`config.mk`:
```
export PLATFORM = sky130hd
export DESIGN_NAME = integer_to_ascii_formatter_core
export DESIGN_NICKNAME = d
export VERILOG_FILES = /design/src/itaf_pkg.sv /design/src/integer_to_ascii_formatter_core.sv
export VERILOG_INCLUDE_DIRS = /design/src /design/src/src
export SDC_FILE = /design/constraint.sdc
export NUM_CORES = 2
export LEC_CHECK = 0
export BUFFER_PORTS_ARGS = -buffer_cell sky130_fd_sc_hd__buf_2
export CAP_MARGIN = 10
export CORE_MARGIN = 2
export CORE_UTILIZATION = 30
export CTS_CLUSTER_DIAMETER = 150
export DETAILED_ROUTE_END_ITERATION = 10
export MAX_ROUTING_LAYER = met4
export PLACE_DENSITY = 0.45
export SYNTH_ARGS = -nofsm -noshare
export SYNTH_HDL_FRONTEND = slang
export SYNTH_SLANG_ARGS = --single-unit
export TNS_END_PERCENT = 30
```
`constraint.sdc`:
```
create_clock -name clk_i -period 17.3 [get_ports clk_i]
set_clock_uncertainty 0.2 [all_clocks]
set_input_delay 1.73 -clock clk_i [delete_from_list [all_inputs] [get_ports clk_i]]
set_output_delay 1.73 -clock clk_i [all_outputs]
set_load 0.05 [all_outputs]
```
`src/integer_to_ascii_formatter_core_assert.svh`:
```
// Assertion macros for the integer to ASCII formatter.
`ifndef INTEGER_TO_ASCII_FORMATTER_CORE_ASSERT_SVH
`define INTEGER_TO_ASCII_FORMATTER_CORE_ASSERT_SVH

// same-cycle implication
`define ITAF_ASSERT(label, ante, cons) \
  label: assert property (@(posedge clk_i) disable iff (!rst_ni) (ante) |-> (cons)) \
    else $error("itaf assertion failed");

// next-cycle implication
`define ITAF_ASSERT_NEXT(label, ante, cons) \
  label: assert property (@(posedge clk_i) disable iff (!rst_ni) (ante) |=> (cons)) \
    else $error("itaf assertion failed");

`endif

```
`src/itaf_pkg.sv`:
```
// Package of the integer to ASCII formatter: item types, codes, constants, digit map.
package itaf_pkg;

  localparam int VALUE_BITS_DEF = 32;
  localparam int MAX_FIELD_DEF  = 63;

  localparam logic [1:0] RADIX_BIN = 2'd0;
  localparam logic [1:0] RADIX_OCT = 2'd1;
  localparam logic [1:0] RADIX_DEC = 2'd2;
  localparam logic [1:0] RADIX_HEX = 2'd3;

  localparam logic [7:0] CH_ZERO  = 8'h30;
  localparam logic [7:0] CH_UPPER = 8'h41;
  localparam logic [7:0] CH_LOWER = 8'h61;
  localparam logic [7:0] CH_MINUS = 8'h2d;
  localparam logic [7:0] CH_SPACE = 8'h20;
  localparam logic [3:0] TEN      = 4'd10;

  // floor(x / 10) = (x * RECIP10) >> 35 for any 32-bit x
  localparam logic [31:0] RECIP10     = 32'hCCCC_CCCD;
  localparam int          RECIP_SHIFT = 35;

  typedef struct packed {
    logic [31:0] magnitude;
    logic        negative;
    logic [1:0]  radix;
    logic [5:0]  field_width;
    logic        left_adjust;
    logic        zero_pad;
    logic        upper_case;
  } in_t;

  typedef struct packed {
    logic [7:0] out_char;
    logic       last_char;
  } out_t;

  function automatic logic [7:0] digit_char(input logic [3:0] d, input logic upper);
    logic [7:0] ch;
    if (d < TEN) begin
      ch = CH_ZERO + {4'd0, d};
    end else if (upper) begin
      ch = CH_UPPER + {4'd0, d} - {4'd0, TEN};
    end else begin
      ch = CH_LOWER + {4'd0, d} - {4'd0, TEN};
    end
    return ch;
  endfunction

endpackage

```
`src/integer_to_ascii_formatter_core.sv`:
```
// Integer to ASCII formatter: digit extraction on a shared divide step, then field output.
// Sequence: accept in idle, then per digit a divide step (bases 2, 8, 16) or a multiply
//   by reciprocal then remainder step (base 10), then field output that holds on stalls.
// Hand-off: a new item is taken only after the last field character is loaded, which
//   comes after up to 32 digits and 63 field characters; in_stall_o stays high meanwhile.
// Reset: asynchronous active low, returns to idle with no output item pending.
`include "integer_to_ascii_formatter_core_assert.svh"

module integer_to_ascii_formatter_core #(
  parameter int VALUE_BITS = itaf_pkg::VALUE_BITS_DEF,
  parameter int MAX_FIELD  = itaf_pkg::MAX_FIELD_DEF
) (
  input  logic            clk_i,
  input  logic            rst_ni,
  input  logic            in_valid_i,
  output logic            in_stall_o,
  input  itaf_pkg::in_t   in_item_i,
  output logic            out_valid_o,
  input  logic            out_stall_i,
  output itaf_pkg::out_t  out_item_o
);

  localparam int IDX_W = $clog2(VALUE_BITS);
  localparam int ND_W  = $clog2(VALUE_BITS + 1);
  localparam int CNT_W = $clog2(MAX_FIELD + 1);

  typedef enum logic [1:0] {
    ST_IDLE,
    ST_MUL,
    ST_DIG,
    ST_EMIT
  } state_e;

  state_e                 state_q;
  logic [VALUE_BITS-1:0]  u_q;
  logic [63:0]            prod_q;
  logic [ND_W-1:0]        nd_q;
  logic [IDX_W-1:0]       dp_q;
  logic [CNT_W-1:0]       k_q, width_q;
  logic [1:0]             radix_q;
  logic                   neg_q, ladj_q, zpad_q, upper_q;
  logic                   out_valid_q;
  itaf_pkg::out_t         out_item_q;
  logic [3:0]             digits_q [VALUE_BITS];

  logic                   accept;
  logic                   store;
  logic [3:0]             dig;
  logic [VALUE_BITS-1:0]  u_next;
  logic [31:0]            u32, q32, q10, rem32;
  logic [CNT_W-1:0]       actual, total, pad;
  logic [CNT_W:0]         pad_p1;
  logic                   load, is_digit, is_last;
  logic [7:0]             ch;

  assign accept     = in_valid_i && (state_q == ST_IDLE);
  assign in_stall_o = (state_q != ST_IDLE);

  // one divide step: shift for powers of two, reciprocal product for ten
  always_comb begin
    u32   = 32'(u_q);
    q32   = 32'(prod_q[63:itaf_pkg::RECIP_SHIFT]);
    q10   = (q32 << 3) + (q32 << 1);
    rem32 = u32 - q10;
    unique case (radix_q)
      itaf_pkg::RADIX_BIN: begin
        dig    = {3'd0, u_q[0]};
        u_next = u_q >> 1;
      end
      itaf_pkg::RADIX_OCT: begin
        dig    = {1'b0, u32[2:0]};
        u_next = u_q >> 3;
      end
      itaf_pkg::RADIX_HEX: begin
        dig    = u32[3:0];
        u_next = u_q >> 4;
      end
      default: begin
        dig    = rem32[3:0];
        u_next = VALUE_BITS'(q32);
      end
    endcase
  end

  assign store = (state_q == ST_DIG);

  // field layout
  always_comb begin
    actual = CNT_W'(nd_q) + CNT_W'(neg_q);
    total  = (width_q > actual) ? width_q : actual;
    pad    = total - actual;
    pad_p1 = {1'b0, pad} + 1'b1;
    ch       = itaf_pkg::CH_SPACE;
    is_digit = 1'b0;
    priority if (ladj_q) begin
      if (neg_q && (k_q == '0)) begin
        ch = itaf_pkg::CH_MINUS;
      end else if (k_q < actual) begin
        is_digit = 1'b1;
      end else begin
        ch = itaf_pkg::CH_SPACE;
      end
    end else if (neg_q && zpad_q) begin
      if (k_q == '0) begin
        ch = itaf_pkg::CH_MINUS;
      end else if ({1'b0, k_q} < pad_p1) begin
        ch = itaf_pkg::CH_ZERO;
      end else begin
        is_digit = 1'b1;
      end
    end else begin
      if (k_q < pad) begin
        ch = zpad_q ? itaf_pkg::CH_ZERO : itaf_pkg::CH_SPACE;
      end else if (neg_q && (k_q == pad)) begin
        ch = itaf_pkg::CH_MINUS;
      end else begin
        is_digit = 1'b1;
      end
    end
    if (is_digit) begin
      ch = itaf_pkg::digit_char(digits_q[dp_q], upper_q);
    end
    is_last = (k_q == total - 1'b1);
  end

  assign load = (state_q == ST_EMIT) && (!out_valid_q || !out_stall_i);

  always_ff @(posedge clk_i) begin
    if (store) begin
      digits_q[nd_q[IDX_W-1:0]] <= dig;
    end
  end

  always_ff @(posedge clk_i or negedge rst_ni) begin
    if (!rst_ni) begin
      state_q     <= ST_IDLE;
      out_valid_q <= 1'b0;
      out_item_q  <= '0;
      u_q         <= '0;
      prod_q      <= '0;
      nd_q        <= '0;
      k_q         <= '0;
      dp_q        <= '0;
      width_q     <= '0;
      radix_q     <= '0;
      neg_q       <= 1'b0;
      ladj_q      <= 1'b0;
      zpad_q      <= 1'b0;
      upper_q     <= 1'b0;
    end else begin
      if (load) begin
        out_valid_q          <= 1'b1;
        out_item_q.out_char  <= ch;
        out_item_q.last_char <= is_last;
      end else if (!out_stall_i) begin
        out_valid_q <= 1'b0;
      end
      unique case (state_q)
        ST_IDLE: begin
          if (accept) begin
            u_q     <= in_item_i.magnitude[VALUE_BITS-1:0];
            neg_q   <= in_item_i.negative;
            radix_q <= in_item_i.radix;
            ladj_q  <= in_item_i.left_adjust;
            zpad_q  <= in_item_i.zero_pad;
            upper_q <= in_item_i.upper_case;
            width_q <= (int'(in_item_i.field_width) > MAX_FIELD) ?
                       CNT_W'(MAX_FIELD) : CNT_W'(in_item_i.field_width);
            nd_q    <= '0;
            k_q     <= '0;
            state_q <= (in_item_i.radix == itaf_pkg::RADIX_DEC) ? ST_MUL : ST_DIG;
          end
        end
        ST_MUL: begin
          prod_q  <= 64'(u32) * 64'(itaf_pkg::RECIP10);
          state_q <= ST_DIG;
        end
        ST_DIG: begin
          u_q  <= u_next;
          nd_q <= nd_q + 1'b1;
          dp_q <= nd_q[IDX_W-1:0];
          if (u_next == '0) begin
            state_q <= ST_EMIT;
          end else begin
            state_q <= (radix_q == itaf_pkg::RADIX_DEC) ? ST_MUL : ST_DIG;
          end
        end
        ST_EMIT: begin
          if (load) begin
            k_q <= k_q + 1'b1;
            if (is_digit) begin
              dp_q <= dp_q - 1'b1;
            end
            if (is_last) begin
              state_q <= ST_IDLE;
            end
          end
        end
        default: state_q <= ST_IDLE;
      endcase
    end
  end

  assign out_valid_o = out_valid_q;
  assign out_item_o  = out_item_q;

  `ITAF_ASSERT(a_has_digit, state_q == ST_EMIT, nd_q != '0)
  `ITAF_ASSERT(a_k_in_field, state_q == ST_EMIT, k_q < total)
  `ITAF_ASSERT_NEXT(a_last_ends, load && is_last, state_q == ST_IDLE && out_item_o.last_char)

endmodule
```
# --- After elaboration in Yosys (flattened, before gate mapping) ---
# Memory sizes are Yosys's and may differ from the RTL's.
# Cells that the tools add are included.
op_classes:
  n_lt_le_gt_ge: 5
  n_addsub: 14
  n_mux: 42
  n_reduce_logical: 21
  n_eq_ne: 14
  n_mul: 1
ops:
  columns: ["op", "n"]
  rows:
  - ["$pmux 31 s3", 1]
  - ["$mul 32x32->64 const B", 1]
  - ["$pmux 32 s2", 1]
  - ["$mux 8", 5]
  - ["$logic_not 32->1", 1]
  - ["$mux 32", 1]
  - ["$mux 5", 6]
  - ["$pmux 6 s2", 2]
  - ["$mux 6", 3]
  - ["$add 7x4->8 const A", 2]
  - ["$sub 8x4->8 const B", 2]
  - ["$add 6x1->6 const B", 2]
  - ["$eq 6x6->1", 2]
  - ["$lt 6x6->1", 2]
  - ["$mux 1", 12]
  - ["$mux 2", 6]
  - ["$pmux 4 s3", 1]
  - ["$eq 2x2->1 const B", 5]
  - ["$pmux 5 s2", 1]
  - ["$reduce_and 3->1", 3]
  - ["$mux 4", 2]
  - ["$ne 2x2->1 const B", 4]
  - ["$pmux 2 s4", 1]
  - ["$reduce_bool 2->1", 4]
  - ["19 further kinds", 27]
word_totals:
  ramBits: 128
  in_bits: 48
  mem_count: 1
  output_inout_bits: 11
  regBits: 137
mem_list:
  columns: ["memory", "depth", "width", "rd", "rd_clocked_by_memory_dff", "wr", "line_no", "text"]
  rows:
  - ["digits_q", 32, 4, 1, 0, 1, "integer_to_ascii_formatter_core.sv:44", "logic [3:0] digits_q [VALUE_BITS];"]

# --- Logic depth before layout (Yosys ltp) ---
logic_depth:
  word_depth: 13
  mapped_depth: 28
  depth_no_buf: 27

# --- Least setup slack after synthesis ---
# Ideal clock, no wire load.
synth_timing:
  kind: "register -> register"
  start: "register u_q[20], in the netlist u32[20]"
  end: "register prod_q[61]"
  setup_time_ns: 0.131
  stages_incl_launch_ff: 26
  arrival_time_ns: 6.787
  period_less_slack_ns: 7.119
  slack_ns: 10.181
  path_cell_list: "dfrtp_1 > ha_1 > inv_1 > fa_1 > inv_1 > fa_1 > inv_1 > fa_1 > inv_1 > fa_1 > fa_1 > fa_1 > inv_1 > fa_1 > inv_1 > ha_1 > buf_2 > and2_1 > and3_1 > a221oi_1 > nor3b_1 > a21oi_1 > a41oi_1 > o31a_1 > and4_1 > or3_1"
synth_via:
  elab_chain_cells: 1
synth_lines:
  columns: ["element", "line_no", "text"]
  rows:
  - ["from (decl)", "integer_to_ascii_formatter_core.sv:35", "logic [VALUE_BITS-1:0] u_q;"]
  - ["from (signal assigned)", "integer_to_ascii_formatter_core.sv:161", "u_q <= in_item_i.magnitude[VALUE_BITS-1:0];"]
  - ["from (signal assigned)", "integer_to_ascii_formatter_core.sv:179", "u_q <= u_next;"]
  - ["$mul 32x32->64", "integer_to_ascii_formatter_core.sv:175", "prod_q <= 64'(u32) * 64'(itaf_pkg::RECIP10);"]
  - ["to (signal assigned)", "integer_to_ascii_formatter_core.sv:175", null]
  - ["to (decl)", "integer_to_ascii_formatter_core.sv:36", "logic [63:0] prod_q;"]
# No other way between the ends.
# A chain may end at the register's enable or synchronous reset.

# --- Worst setup path in the final report ---
layout_timing:
  start: "register u_q[10], in the netlist u32[10]"
  end: "register prod_q[61]"
# Same word-level chain as after synthesis.

==> flow_metrics.env <==
export IMPL_yosysWarnings=0
export IMPL_rsz0062_at_grt="no"
export IMPL_finalHoldViolCount=0
export IMPL_routed_wl_mm=91.4
export IMPL_fp_dieArea_um2=96700
export IMPL_worstMarginPinSlew_ps=981
export IMPL_grt_usage_pct=19.7
export IMPL_antenna_found_initial=3
export IMPL_highest_layer="met4"
export IMPL_arrival_ps=8880
export IMPL_die_y_um=311
export IMPL_syn_area_um2=28300
export IMPL_period_needed_ps=8640
export IMPL_grt_pass1_vias=20500
export IMPL_critPathKind="reg -> reg"
export IMPL_wl_met3_mm=3.59
export IMPL_clock_sinks=229
export IMPL_die_w_um=311
export IMPL_clock_path_buffers=3
export IMPL_finalMaxSlewViolations=0
export IMPL_end_kind="flop"
export IMPL_path_max_fanout=10
export IMPL_synthFlopType="edfxtp_1"
export IMPL_avgSynthCellArea_um2=10.8
export IMPL_routedWlPerCell_um=23.3
export IMPL_clkLatencyLatePin_ps=590
export IMPL_vias_per_cell=4.87
export IMPL_dr_pass1_iters=5
export IMPL_maxSlewHeadroom_pct=34.6
export IMPL_synth_nets=3431
export IMPL_cts_root_buf="clkbuf_16"
export IMPL_start_util_pct=30.3
export IMPL_met1_length_mm=41.9
export IMPL_ioPinCount=59
export IMPL_placedCellCount=3865
export IMPL_drtAntennaViolNets=0
export IMPL_utilization_pct=33.2
export IMPL_max_cap_violations=0
export IMPL_areaGrowthSynthToFinish_pct=9.81
export IMPL_status="finished, final reports clean"
export IMPL_cts_setup_buffers=0
export IMPL_numCtsBuffers=28
export IMPL_grt_pass1_wl_mm=138
export IMPL_final_cell_mix="inv_1 (573), fa_1 (387), ha_1 (387), nand2_1 (181), edfxtp_1 (128)"
export IMPL_cp_required_ps=17540
export IMPL_portBuffers=57
export IMPL_async_flop_share_pct=44.1
export IMPL_synth_seq_cells=229
export IMPL_final_common_cell="inv_1"
export IMPL_cts_hold_buffers=0
export IMPL_grt_max_degree=73
export IMPL_final_cell_area_um2=31000
export IMPL_rows=112
export IMPL_nets=3463
export IMPL_vias=19100
export IMPL_dpl_instance_area_um2=30000
export IMPL_setup_viol=0
export IMPL_drc=0
export IMPL_core_um2=93300
export IMPL_dr_wl_met2_mm=44.0
export IMPL_max_freq_ghz=0.116
export IMPL_dp_hpwl_mm=78.2
export IMPL_crit_path_start_kind="flop"
export IMPL_clk_pin_slew_ps=70
export IMPL_overflow=0
export IMPL_gp_congestion=0.962
export IMPL_fin_tns_setup_ps=0
export IMPL_timing_final_crit_share_pct=50.0
export IMPL_drive_above_1_share_pct=8.45
export IMPL_ys_types=75
export IMPL_h_tree_depth=1
export IMPL_cts_tree="yes"
export IMPL_synth_edf_count=128
export IMPL_drt_iter0_drc=1323
export IMPL_layout_cells_non_filler=3919
export IMPL_ys_seq_area_share_pct=22.5
export IMPL_syn_inst=2609
export IMPL_cts_resized=0
export IMPL_n_fill_cell=9583
export IMPL_hp_class="reg -> reg"
## metrics by stage
stage	setup slack [ps]	hold slack (ps)
after CTS	8540	282
after detailed placement	8580	264
after global routing	8300	316
final	8660	272
after floorplan	10180	238
after global placement	8580	260
## sequential cells by signal, indices dropped and copies added, names as in the netlist
name,count
digits_q,128
u32,32
prod_q,29
out_item_o,8
k_q,6
nd_q,6
width_q,6
dp_q,5
radix_q,2
state_q,2
ladj_q,1
neg_q,1
out_valid_o,1
upper_q,1
zpad_q,1
## synth_stat cells, types with 55 or more instances
cell      number  area, um^2
dfrtp_1      101        2530
mux4_2        62        1400
xnor2_1       55         482
nor2_1        73         274
inv_1        573        2150
a21oi_1       85         425
clkbuf_1      60         225
edfxtp_1     128        3840
nand2_1      181         679
o21ai_0       76         380
fa_1         387        7750
ha_1         387        4840
## final timing paths
path / startpoint / to / slack (ps) / cells after the start
min in group asynchronous: rst_ni / u32[1]$_DFFE_PN0P_ / 930 / 1
max in group asynchronous: rst_ni / radix_q[0]$_DFFE_PN0P_ / 14490 / 2
min: out_item_o[7]$_DFFE_PN0P_ / out_item_o[7]$_DFFE_PN0P_ / 270 / 2
max: u32[10]$_DFFE_PN0P_ / prod_q[61]$_DFFE_PN0P_ / 8660 / 23
min reg2reg: out_item_o[7]$_DFFE_PN0P_ / out_item_o[7]$_DFFE_PN0P_ / 270 / 2
max reg2reg: u32[10]$_DFFE_PN0P_ / prod_q[61]$_DFFE_PN0P_ / 8660 / 23
## layout make-up
class | instances | area [um^2] | share of cell area, %
Multi-Input combinational cell | 1733 | 19500 | 62.8
Sequential cell | 229 | 6370 | 20.5
Inverter | 573 | 2150 | 6.93
Tap cell | 1254 | 1570 | 5.06
Clock buffer | 29 | 714 | 2.30
Timing Repair Buffer | 76 | 430 | 1.39
Clock inverter | 23 | 308 | 0.992
Antenna cell | 2 | 5.00 | 0.0161
## worst max-delay path, stage by stage (launching register included)
cell and delay (ps):
dfrtp_1 760, ha_1 570, inv_1 200, fa_1 520, inv_1 50, fa_1 520
inv_1 60, fa_1 500, inv_1 60, fa_1 560, fa_1 440, fa_1 520
fa_1 420, ha_1 330, and3_1 250, nand2_1 90, o21ai_0 230, a221oi_1 130
nor3b_1 170, a21oi_1 550, a41oi_1 320, o31a_1 440, and4_1 220, or3_1 370
## metal layers
| metal | vias to the layer above | track usage [%] |
|---|---|---|
| met5 | - | - |
| met4 | 0 | 3.69 |
| met3 | 74 | 1.89 |
| met2 | 374 | 32.0 |
| met1 | 9956 | 27.0 |
| li1 | 8691 | - |
## cell families after synthesis
kind of cell             count (synthesis)  synth area share, %
adder cells (fa/ha/maj)                774                 44.6
buffers and inverters                  647                 8.63
AND/OR/NAND/NOR                        426                 7.21
AO/OA/AOI/OAI                          330                 7.49
flip-flops                             229                 22.5
XOR/XNOR                               111                 3.52
multiplexers                            91                 6.03
other                                    1               0.0133
Power is not shown: default switching activity piles up to over one toggle a cycle in this logic, so the estimate is an artifact.
